==> src/hw/rtl/phase_tick_gap_filler_defines.svh <==
// Assertion macros for the phase tick gap filler.
// Uses the clk and rst_n names of the including module; no other dependencies.
`ifndef PHASE_TICK_GAP_FILLER_DEFINES_SVH
`define PHASE_TICK_GAP_FILLER_DEFINES_SVH

`ifndef SYNTHESIS
`define PTGF_ASSERT_IMP(label, ante, cons) \
    label: assert property (@(posedge clk) disable iff (!rst_n) (ante) |-> (cons)) \
        else $error("ptgf assertion failed");
`define PTGF_ASSERT_NXT(label, ante, cons) \
    label: assert property (@(posedge clk) disable iff (!rst_n) (ante) |=> (cons)) \
        else $error("ptgf assertion failed");
`else
`define PTGF_ASSERT_IMP(label, ante, cons)
`define PTGF_ASSERT_NXT(label, ante, cons)
`endif

`endif

==> src/hw/rtl/ptgf_pkg.sv <==
// Shared constants, state type and controller/datapath interface structs
// for the phase tick gap filler. No dependencies.
`timescale 1ns / 1ps

package ptgf_pkg;

    localparam int PHASE_W   = 10;
    localparam int TICK_W    = 9;
    localparam int WRAP_SIZE = 360;
    localparam int MAX_BURST = 20;
    localparam int CNT_W     = $clog2(MAX_BURST + 1);

    typedef enum logic [0:0] {
        ST_IDLE,
        ST_BURST
    } ptgf_state_t;

    typedef struct packed {
        logic load;   // request accepted: latch burst setup and update history
        logic emit;   // move the next tick into the output register
    } ptgf_cmd_t;

    typedef struct packed {
        logic has_burst;   // current request produces at least one tick
        logic final_tick;  // one tick left in the running burst
        logic slot_free;   // output register can take a tick this cycle
    } ptgf_status_t;

endpackage

==> src/hw/rtl/ptgf_ctrl.sv <==
// Controller state machine for the phase tick gap filler.
// Depends on ptgf_pkg.
`timescale 1ns / 1ps

module ptgf_ctrl (
    input  logic                  clk,
    input  logic                  rst_n,
    input  logic                  phase_valid,
    output logic                  phase_stall,
    input  ptgf_pkg::ptgf_status_t status,
    output ptgf_pkg::ptgf_cmd_t    cmd
);
    import ptgf_pkg::*;

    ptgf_state_t state_reg;
    ptgf_state_t state_next;

    always_ff @(posedge clk or negedge rst_n)
    begin
        if (!rst_n)
        begin
            state_reg <= ST_IDLE;
        end
        else
        begin
            state_reg <= state_next;
        end
    end

    always_comb
    begin
        state_next  = state_reg;
        cmd         = '0;
        phase_stall = 1'b1;
        case (state_reg)
            ST_IDLE:
            begin
                phase_stall = 1'b0;
                if (phase_valid)
                begin
                    cmd.load = 1'b1;
                    if (status.has_burst)
                    begin
                        state_next = ST_BURST;
                    end
                end
            end
            ST_BURST:
            begin
                if (status.slot_free)
                begin
                    cmd.emit = 1'b1;
                    if (status.final_tick)
                    begin
                        state_next = ST_IDLE;
                    end
                end
            end
            default:
            begin
                state_next = ST_IDLE;
            end
        endcase
    end

endmodule

==> src/hw/rtl/ptgf_datapath.sv <==
// Datapath for the phase tick gap filler: history, burst setup, tick stepper
// and output register. Depends on ptgf_pkg.
`timescale 1ns / 1ps

module ptgf_datapath (
    input  logic                           clk,
    input  logic                           rst_n,
    input  logic [ptgf_pkg::PHASE_W-1:0]   phase,
    input  ptgf_pkg::ptgf_cmd_t            cmd,
    output ptgf_pkg::ptgf_status_t         status,
    output logic                           tick_valid,
    input  logic                           tick_stall,
    output logic [ptgf_pkg::TICK_W-1:0]    tick,
    output logic                           last_of_burst
);
    import ptgf_pkg::*;

    logic [TICK_W-1:0] prev_reg;
    logic              first_reg;
    logic [TICK_W-1:0] step_reg;
    logic [CNT_W-1:0]  remain_reg;
    logic              wrap_reg;
    logic              out_valid_reg;
    logic [TICK_W-1:0] out_tick_reg;
    logic              out_last_reg;

    logic [TICK_W-1:0] cur;
    logic              neg;
    logic [TICK_W:0]   fwd_amt;
    logic [TICK_W:0]   back_amt;
    logic signed [TICK_W+1:0] wrap_cnt;
    logic [TICK_W:0]   prev_inc;
    logic [TICK_W-1:0] start_tick;
    logic [CNT_W-1:0]  start_cnt;
    logic              start_wrap;
    logic [TICK_W-1:0] step_next;

    assign neg      = phase[PHASE_W-1];
    assign cur      = phase[TICK_W-1:0];
    assign fwd_amt  = {1'b0, cur} - {1'b0, prev_reg};
    assign back_amt = {1'b0, prev_reg} - {1'b0, cur};
    assign wrap_cnt = $signed((TICK_W+2)'(WRAP_SIZE)) - $signed({1'b0, back_amt});
    assign prev_inc = {1'b0, prev_reg} + (TICK_W+1)'(1);

    // Burst setup for the request on the input port
    always_comb
    begin
        start_tick = cur;
        start_cnt  = '0;
        start_wrap = 1'b0;
        if (neg)
        begin
            start_cnt = '0;
        end
        else if (first_reg && (cur == '0))
        begin
            start_tick = '0;
            start_cnt  = CNT_W'(1);
        end
        else if (cur == prev_reg)
        begin
            start_cnt = '0;
        end
        else if ((cur > prev_reg) && (fwd_amt > (TICK_W+1)'(1)))
        begin
            start_tick = prev_inc[TICK_W-1:0];
            start_cnt  = (fwd_amt > (TICK_W+1)'(MAX_BURST)) ? CNT_W'(MAX_BURST)
                                                             : fwd_amt[CNT_W-1:0];
        end
        else if ((cur < prev_reg) && (back_amt != (TICK_W+1)'(WRAP_SIZE - 1)))
        begin
            start_wrap = 1'b1;
            start_tick = (prev_inc >= (TICK_W+1)'(WRAP_SIZE))
                       ? TICK_W'(prev_inc - (TICK_W+1)'(WRAP_SIZE))
                       : prev_inc[TICK_W-1:0];
            if (wrap_cnt <= $signed((TICK_W+2)'(0)))
            begin
                start_cnt = '0;
            end
            else if (wrap_cnt > $signed((TICK_W+2)'(MAX_BURST)))
            begin
                start_cnt = CNT_W'(MAX_BURST);
            end
            else
            begin
                start_cnt = wrap_cnt[CNT_W-1:0];
            end
        end
        else
        begin
            start_tick = cur;
            start_cnt  = CNT_W'(1);
        end
    end

    // Advance by one, rolling over at the wrap size only in wrap bursts
    assign step_next = (wrap_reg && (step_reg == TICK_W'(WRAP_SIZE - 1)))
                     ? '0 : step_reg + TICK_W'(1);

    assign status.has_burst  = (start_cnt != '0);
    assign status.final_tick = (remain_reg == CNT_W'(1));
    assign status.slot_free  = !out_valid_reg || !tick_stall;

    always_ff @(posedge clk or negedge rst_n)
    begin
        if (!rst_n)
        begin
            prev_reg      <= '0;
            first_reg     <= 1'b1;
            remain_reg    <= '0;
            wrap_reg      <= 1'b0;
            out_valid_reg <= 1'b0;
        end
        else
        begin
            if (cmd.load)
            begin
                remain_reg <= start_cnt;
                wrap_reg   <= start_wrap;
                if (!neg)
                begin
                    first_reg <= 1'b0;
                    prev_reg  <= cur;
                end
            end
            else if (cmd.emit)
            begin
                remain_reg <= remain_reg - CNT_W'(1);
            end

            if (cmd.emit)
            begin
                out_valid_reg <= 1'b1;
            end
            else if (out_valid_reg && !tick_stall)
            begin
                out_valid_reg <= 1'b0;
            end
        end
    end

    always_ff @(posedge clk)
    begin
        if (cmd.load)
        begin
            step_reg <= start_tick;
        end
        else if (cmd.emit)
        begin
            step_reg <= step_next;
        end

        if (cmd.emit)
        begin
            out_tick_reg <= step_reg;
            out_last_reg <= (remain_reg == CNT_W'(1));
        end
    end

    assign tick_valid    = out_valid_reg;
    assign tick          = out_tick_reg;
    assign last_of_burst = out_last_reg;

endmodule

==> src/hw/rtl/phase_tick_gap_filler.sv <==
// Phase tick gap filler: top level joining the controller and the datapath.
// Depends on ptgf_pkg, ptgf_ctrl, ptgf_datapath and the assertion macro header.
`timescale 1ns / 1ps
`include "phase_tick_gap_filler_defines.svh"

// Accepts one signed phase tick per request and emits, one per cycle unless
// tick_stall holds the output, the ticks after the previous non-negative
// request up to the new one, with last_of_burst set on the final tick of each
// burst. Negative requests and repeats emit nothing; the first request after
// reset with value zero emits a single zero. Forward gaps emit previous+1 up
// to the new value; backward jumps roll over modulo WRAP_SIZE (360), except a
// jump of exactly -(WRAP_SIZE-1), which emits only the new value. Bursts are
// capped at MAX_BURST (20) ticks. Handshake: a request is taken while the
// controller is idle; a request producing ticks then holds phase_stall high
// while the tick stepper feeds the output register, and longer while the
// output side stalls. A request producing no tick leaves the controller idle.
// The output register lets the last tick of a burst wait on tick_stall while
// the next request is taken.

module phase_tick_gap_filler (
    input  logic                         clk,
    input  logic                         rst_n,
    input  logic                         phase_valid,
    output logic                         phase_stall,
    input  logic [ptgf_pkg::PHASE_W-1:0] phase,
    output logic                         tick_valid,
    input  logic                         tick_stall,
    output logic [ptgf_pkg::TICK_W-1:0]  tick,
    output logic                         last_of_burst
);
    import ptgf_pkg::*;

    ptgf_cmd_t    cmd;
    ptgf_status_t status;

    // Sequence each request: take it, then step out its burst
    ptgf_ctrl u_ctrl (
        .clk         (clk),
        .rst_n       (rst_n),
        .phase_valid (phase_valid),
        .phase_stall (phase_stall),
        .status      (status),
        .cmd         (cmd)
    );

    // Hold history, set up the burst and drive the output register
    ptgf_datapath u_datapath (
        .clk           (clk),
        .rst_n         (rst_n),
        .phase         (phase),
        .cmd           (cmd),
        .status        (status),
        .tick_valid    (tick_valid),
        .tick_stall    (tick_stall),
        .tick          (tick),
        .last_of_burst (last_of_burst)
    );

    // A tick that is not the last of its burst means the burst still runs
    `PTGF_ASSERT_IMP(a_mid_burst_blocks_input, tick_valid && !last_of_burst, phase_stall)
    // Emitting the final tick returns the controller to taking requests
    `PTGF_ASSERT_NXT(a_final_returns_idle, cmd.emit && status.final_tick, !phase_stall)
    // A negative request starts no burst
    `PTGF_ASSERT_NXT(a_negative_no_burst, phase_valid && !phase_stall && phase[PHASE_W-1], !phase_stall)

endmodule
==> config.mk <==
export PLATFORM = sky130hd
export DESIGN_NAME = phase_tick_gap_filler
export DESIGN_NICKNAME = d
export VERILOG_FILES = /design/src/hw/rtl/ptgf_pkg.sv /design/src/hw/rtl/ptgf_ctrl.sv /design/src/hw/rtl/ptgf_datapath.sv /design/src/hw/rtl/phase_tick_gap_filler.sv
export VERILOG_INCLUDE_DIRS = /design/src /design/src/hw/rtl
export SDC_FILE = /design/constraint.sdc
export NUM_CORES = 1
export LEC_CHECK = 0
export ABC_CLOCK_PERIOD_IN_PS = 4100
export CAP_MARGIN = 10
export CORE_MARGIN = 2
export CORE_UTILIZATION = 50
export CTS_BUF_LIST = sky130_fd_sc_hd__clkbuf_16
export DETAILED_ROUTE_END_ITERATION = 16
export DONT_BUFFER_PORTS = 1
export PLACE_DENSITY = 0.68
export SLEW_MARGIN = 20
export SYNTH_ARGS = -nofsm -noshare
export SYNTH_HDL_FRONTEND = slang
export SYNTH_SLANG_ARGS = --single-unit
==> constraint.sdc <==
create_clock -name clk -period 4.1 [get_ports clk]
set_input_delay 0.41 -clock clk [delete_from_list [all_inputs] [get_ports clk]]
set_output_delay 0.41 -clock clk [all_outputs]
set_load 0.02 [all_outputs]
# Word level (Yosys, flattened, before mapping)
# Cells that the tools add are included.
dict set report op_classes {
  magnitude_cmp 7
  eq_ne 4
  n_mux 36
  n_bitwise 2
  add_sub_neg 7
  n_reduce_logical 13
}
# cell n
set ops {}
lappend ops {{9-bit two-way mux} 9}
lappend ops {{5-bit two-way mux} 10}
lappend ops {{9-bit by 9-bit subtractor with 10-bit output} 2}
lappend ops {{1-bit two-way mux} 16}
lappend ops {{11-bit by 6-bit greater-than comparator with 1-bit output (second input constant)} 1}
lappend ops {{11-bit by 1-bit less-or-equal comparator with 1-bit output (second input constant)} 1}
lappend ops {{9-bit by 10-bit subtractor with 11-bit output (first input constant)} 1}
lappend ops {{9-bit by 1-bit adder with 10-bit output (second input constant)} 1}
lappend ops {{10-bit by 9-bit >= comparator with 1-bit output (second input constant)} 1}
lappend ops {{10-bit by 1-bit greater-than comparator with 1-bit output (second input constant)} 1}
lappend ops {{10-bit by 5-bit greater-than comparator with 1-bit output (second input constant)} 1}
lappend ops {{10-bit by 9-bit != test with 1-bit output (second input constant)} 1}
lappend ops {{9-bit by 1-bit adder with 9-bit output (second input constant)} 1}
lappend ops {{9-bit == test} 1}
lappend ops {{9-bit == test (second input constant)} 1}
lappend ops {{9-bit greater-than comparator} 1}
lappend ops {{9-bit zero test} 1}
lappend ops {{9-bit less-than comparator} 1}
lappend ops {{9-bit subtractor (second input constant)} 1}
lappend ops {{5-bit by 1-bit == test with 1-bit output (second input constant)} 1}
lappend ops {{1-bit logical AND} 5}
lappend ops {{5-bit nonzero test} 1}
lappend ops {{5-bit by 1-bit subtractor with 5-bit output (second input constant)} 1}
lappend ops {{2-bit nonzero test} 2}
lappend ops {{other kinds (5)} 7}
dict set report totals {
  out_inout_bits 12
  ff_bits 37
  in_bits 14
}

# Longest topological paths before layout
dict set report depth {
  ltp_word 14
  depth_mapped 14
  ltp_nobuf 13
}

# Cells and area by module
# From an unflattened synthesis, not the netlist that was laid out.
dict set report hier_totals {
  cells_unflattened 430
  area_unflattened_um2 3616.0
}
# module cells_per_inst n_inst area_per_inst_um2
set modules_own_cells {}
lappend modules_own_cells {ptgf_datapath 425 1 3559.7}
lappend modules_own_cells {ptgf_ctrl 5 1 56.3}

# Worst setup path after synthesis
# No wires, ideal clock.
dict set report synth_path {
  path_type {register to register}
  start {reg u_datapath.prev_reg[0]}
  end {reg u_datapath.step_reg[4], data pin}
  required_time_ps 3839
  t_arrival_ps 3352
  setup_time_ps 261
  path_slack_ps 487
  period_less_slack_ps 3613
  path_stages_with_launch 14
  cell_sequence {dfrtp_1 ha_1 inv_1 fa_1 a211oi_4 nor4b_1 nand4b_1 or4_4 or4b_1 buf_2 nand2_1 nand2_1 mux2i_1 a221o_1}
}
dict set report synth_between {
  elab_chain_cells 9
}
# element line_no
set synth_rtl {}
lappend synth_rtl {{start, declared} ptgf_datapath.sv:18} ;# logic [TICK_W-1:0] prev_reg;
lappend synth_rtl {{start signal, assigned} ptgf_datapath.sv:123} ;# prev_reg <= cur;
lappend synth_rtl {{9-bit by 1-bit adder with 10-bit output or 9-bit by 9-bit subtractor with 10-bit output (tied branches)} {ptgf_datapath.sv:43, ptgf_datapath.sv:41}}
lappend synth_rtl {{9-bit subtractor, or another cell as far along} ptgf_datapath.sv:74} ;# ? TICK_W'(prev_inc - (TICK_W+1)'(WRAP_SIZE))
lappend synth_rtl {{9-bit two-way mux or 1-bit logical AND (tied branches)} {ptgf_datapath.sv:74, ptgf_datapath.sv:70}}
lappend synth_rtl {{9-bit two-way mux} ptgf_datapath.sv:70} ;# else if ((cur < prev_reg) && (back_amt != (TICK_W+1)'(WRAP_SIZE - 1)))
lappend synth_rtl {{9-bit two-way mux} ptgf_datapath.sv:64} ;# else if ((cur > prev_reg) && (fwd_amt > (TICK_W+1)'(1)))
lappend synth_rtl {{9-bit two-way mux *} ptgf_datapath.sv:60} ;# else if (cur == prev_reg)
lappend synth_rtl {{9-bit two-way mux *} ptgf_datapath.sv:55} ;# else if (first_reg && (cur == '0))
lappend synth_rtl {{9-bit two-way mux *} ptgf_datapath.sv:51} ;# if (neg)
lappend synth_rtl {{9-bit two-way mux *} ptgf_datapath.sv:144} ;# if (cmd.load)
lappend synth_rtl {{end signal, assigned} ptgf_datapath.sv:146} ;# step_reg <= start_tick;
lappend synth_rtl {{end signal, assigned} ptgf_datapath.sv:150} ;# step_reg <= step_next;
lappend synth_rtl {{end, declared} ptgf_datapath.sv:20} ;# logic [TICK_W-1:0] step_reg;
# Mark *: on every way between the ends. The rest lies on a longest branch, timed or not.
# A chain may end at the register's enable or synchronous reset.

# Worst setup path in the final report
dict set report layout_path {
  start {reg u_datapath.prev_reg[0]}
  end {reg u_datapath.step_reg[2], data pin}
}
# Same word-level chain as after synthesis.

==> results.cfg <==
[status]
outcome = finished clean

[routing]
remaining_drc_errors = 0
wl_per_cell_microns = 17.8
vias_per_cell = 6.20
drtPass1Iterations = 5
vias = 3241
ant_nets = 0
wl_microns = 9330
drtIter0Drc = 235

[logic_synthesis]
synthArstFlopShare_pct = 48.6
syn_avg_cell_area_sq_um = 8.34
synthDominantCellAreaShare_pct = 16.1
synth_edf_count = 19
netlist_area_sq_um = 3550
ys_top_cells_by_area = edfxtp_1 (16%), dfrtp_1 (12%), ha_1 (9.2%)
synth_seq_cells = 37
synthCells = 425
seq_area_frac_synth_pct = 28.8
synth_top_cell_by_area = edfxtp_1
synth_ff_type = edfxtp_1
yosysWarnings = 0
synth_fp_nets = 467
synth.distinct_cells = 67

[critical_path]
rrSetupSlack_ns = 0.27
worstPathArrival_ns = 3.83
crit_top_cell = mux2i_1
r2r_cells = 12
crit_path_end_kind = flip-flop
crit_type = reg -> reg
cpPeakStageDelay_ns = 0.59
crit_chain = ha_1 -> inv_1 -> fa_1 -> a211oi_4 -> nor4b_1 -> nand4b_1 -> or4_4 -> or4b_4 -> mux2i_1 -> nor2_1 -> mux2i_1 -> o221ai_1
critical_path_required_ns = 4.10
worst_setup_path_start_kind = flip-flop
reg2reg_from = u_datapath.prev_reg[0]
r2r_end = u_datapath.step_reg[2]
cp_slowest_cell = or4b_4
critical_path.max_fanout = 8

[floorplanning]
die_w_microns = 88.2
initial_core_util_pct = 51.9
core_sq_um = 6830
dieArea_sq_um = 7780
die_h_microns = 88.2
row_count = 30
ioPinCount = 26

[final_layout]
final_cell_area_sq_um = 3800
multi_input_area_sq_um = 2360
syn_to_final_growth_pct = 7.20
layout_common_cells = nand2_1 (49), nor2_1 (39), inv_1 (27), o21ai_0 (27), ha_1 (26)
n_antenna_cell = 0
fill_cells = 649
final_common_cell = nand2_1
layout-drive-gt1-share_pct = 8.20
fin_nets = 468
regArea_sq_um = 1020

[grt]
grt_pass1_vias = 3026
grt_pass1_wl_microns = 15000
grt_max_degree = 22
globalRouteOverflowTotal = 0
antenna_found_initial = 0
grt.total_usage_pct = 24.6

[placement]
place_area_sq_um = 3640
gp_congestion = 0.902
port_buffers = 0
dp_hpwl_microns = 7160

[sta]
fin_skew_ns = 0.00409
final-max-slew-violation-count = 0
fmax_mhz = 261
setup_viol = 0
tightest_slew_ns = 0.991
fin_crit_ns = 3.83
relSlewSlack_pct = 33.7
setup_tns_ns = 0
rsz0062_at_grt = no
fin_crit_sh_pct = 93.3
hold_viol = 0

[clock_tree]
clock_path_buffers = 2
cts.sinks = 37
cts_root_buf = clkbuf_16
cts_htree_levels = 2
cts_tree = built
cts_buffers = 5
clk_pin_slew_worst_paths_ns = 0.06
clk_latency_ns = 0.28

[min_path]
hp-class = in -> reg
worst_hold_path.num_cells = 2
min_from = phase[5]
whs_endpoint = u_datapath.prev_reg[5]

[power_and_ir_drop]
power_switching_mw = 1.82
netSwitchingFraction_pct = 50.3
power_density_nw_per_um2 = 953
p_comb_share_pct = 64.8
vdd_drop_max_mv = 0.406
power.share.clock_pct = 10.3
p_leak_nw = 1.50
seqPwrFrac_pct = 24.8
intPower_mw = 1.80

[run]
cap_violations = 0
per-layer routing:
metal  part of all wire, %  routed length, microns  vias to the layer above  track usage [%]
li1                      -                       -                     1562                -
met1                    46                    4290                     1563             33.3
met2                    47                    4400                       98             40.1
met3                   4.7                     442                       18             5.13
met4                   2.1                     195                        0             6.89
met5                     0                       0                        -                0
worst max path at each step:
stage | endpoint | from | slack [ns]
CTS | u_datapath.step_reg[2] | u_datapath.prev_reg[0] | 0.18
finish | u_datapath.step_reg[2] | u_datapath.prev_reg[0] | 0.27
global placement | u_datapath.step_reg[2] | u_datapath.prev_reg[0] | 0.34
global route | u_datapath.step_reg[7] | u_datapath.prev_reg[0] | 0.02
detailed placement | u_datapath.step_reg[2] | u_datapath.prev_reg[0] | 0.24
floorplan | u_datapath.step_reg[4] | u_datapath.prev_reg[0] | 0.49
power by group through the flow:
stage / sequential [mW] / combinational (mW) / clock [mW]
2_1_floorplan: 0.832 / 1.82 / 0
3_3_place_gp: 0.884 / 2.25 / 0
3_5_place_dp: 0.898 / 2.28 / 0
4_1_cts: 0.892 / 2.31 / 0.378
5_1_grt: 0.932 / 2.59 / 0.389
6_report: 0.899 / 2.35 / 0.375
worst max-delay path, delay by kind of cell, from the launching register on:
family | cells | cell delay [ns]
AND/OR/NAND/NOR | 5 | 1.42
adder cells (fa/ha/maj) | 2 | 0.69
AO/OA/AOI/OAI | 2 | 0.50
multiplexers | 2 | 0.44
flip-flops | 1 | 0.43
buffers and inverters | 1 | 0.07
Yosys cell counts, drive strengths merged, types with 3 or more instances:
| cell | count |
|---|---|
| o211ai | 9 |
| a21oi | 24 |
| buf | 5 |
| nand4b | 3 |
| o221ai | 6 |
| a221o | 5 |
| o21ai | 32 |
| nand2b | 8 |
| nor2 | 39 |
| edfxtp | 19 |
| or3 | 5 |
| or2 | 3 |
| a211oi | 5 |
| nor4 | 4 |
| xor2 | 11 |
| mux2i | 6 |
| a31oi | 7 |
| nand4 | 6 |
| nand3 | 12 |
| o21a | 4 |
| nor3 | 7 |
| or4 | 4 |
| ha | 26 |
| and3 | 6 |
| nor2b | 7 |
| nand2 | 49 |
| xnor2 | 19 |
| nor4b | 3 |
| o22ai | 6 |
| clkbuf | 8 |
| dfrtp | 17 |
| a22oi | 3 |
| inv | 27 |
timing repair:
action	CTS	global route
hold buffers	1	0
buffers inserted	0	0
endpoints found under the hold margin	18	0
setup endpoints to repair	0	5
resized for setup	0	3
metrics by stage:
step | worst slack (ns) | util [%] | power (mW) | hold WS, ns | std cells
final | 0.274 | 55.6 | 3.62 | 0.242 | 523
after global routing | 0.0225 | 55.6 | 3.91 | 0.252 | 523
after CTS | 0.180 | 55.5 | 3.58 | 0.244 | 523
after detailed placement | 0.240 | 53.3 | 3.18 | 0.115 | 514
after global placement | 0.335 | 53.3 | 3.14 | 0.115 | 514
after floorplan | 0.487 | - | 2.65 | 0.114 | 425
cell families (layout without fill, tap and decap cells):
family	count (synthesis)	count (layout)	synth area share, %
and+or+nand+nor	161	161	22.7
AOI/OAI and AO/OA	122	122	23.9
adders and majority gates	28	28	10.3
DFF	37	37	28.8
buffers and inverters	40	42	4.80
xor gates and xnor gates	30	30	7.41
muxes	7	7	2.01
final cells by class:
class	instances	area share [%]
clock buffers	5	3.29
clock inverters	3	0.461
inverters	27	2.67
multi-input cells	348	62.0
flip-flops and latches	37	27.0
well taps	96	3.16
repair buffers	7	1.45
No activity file was read; power rests on OpenSTA's default activity.
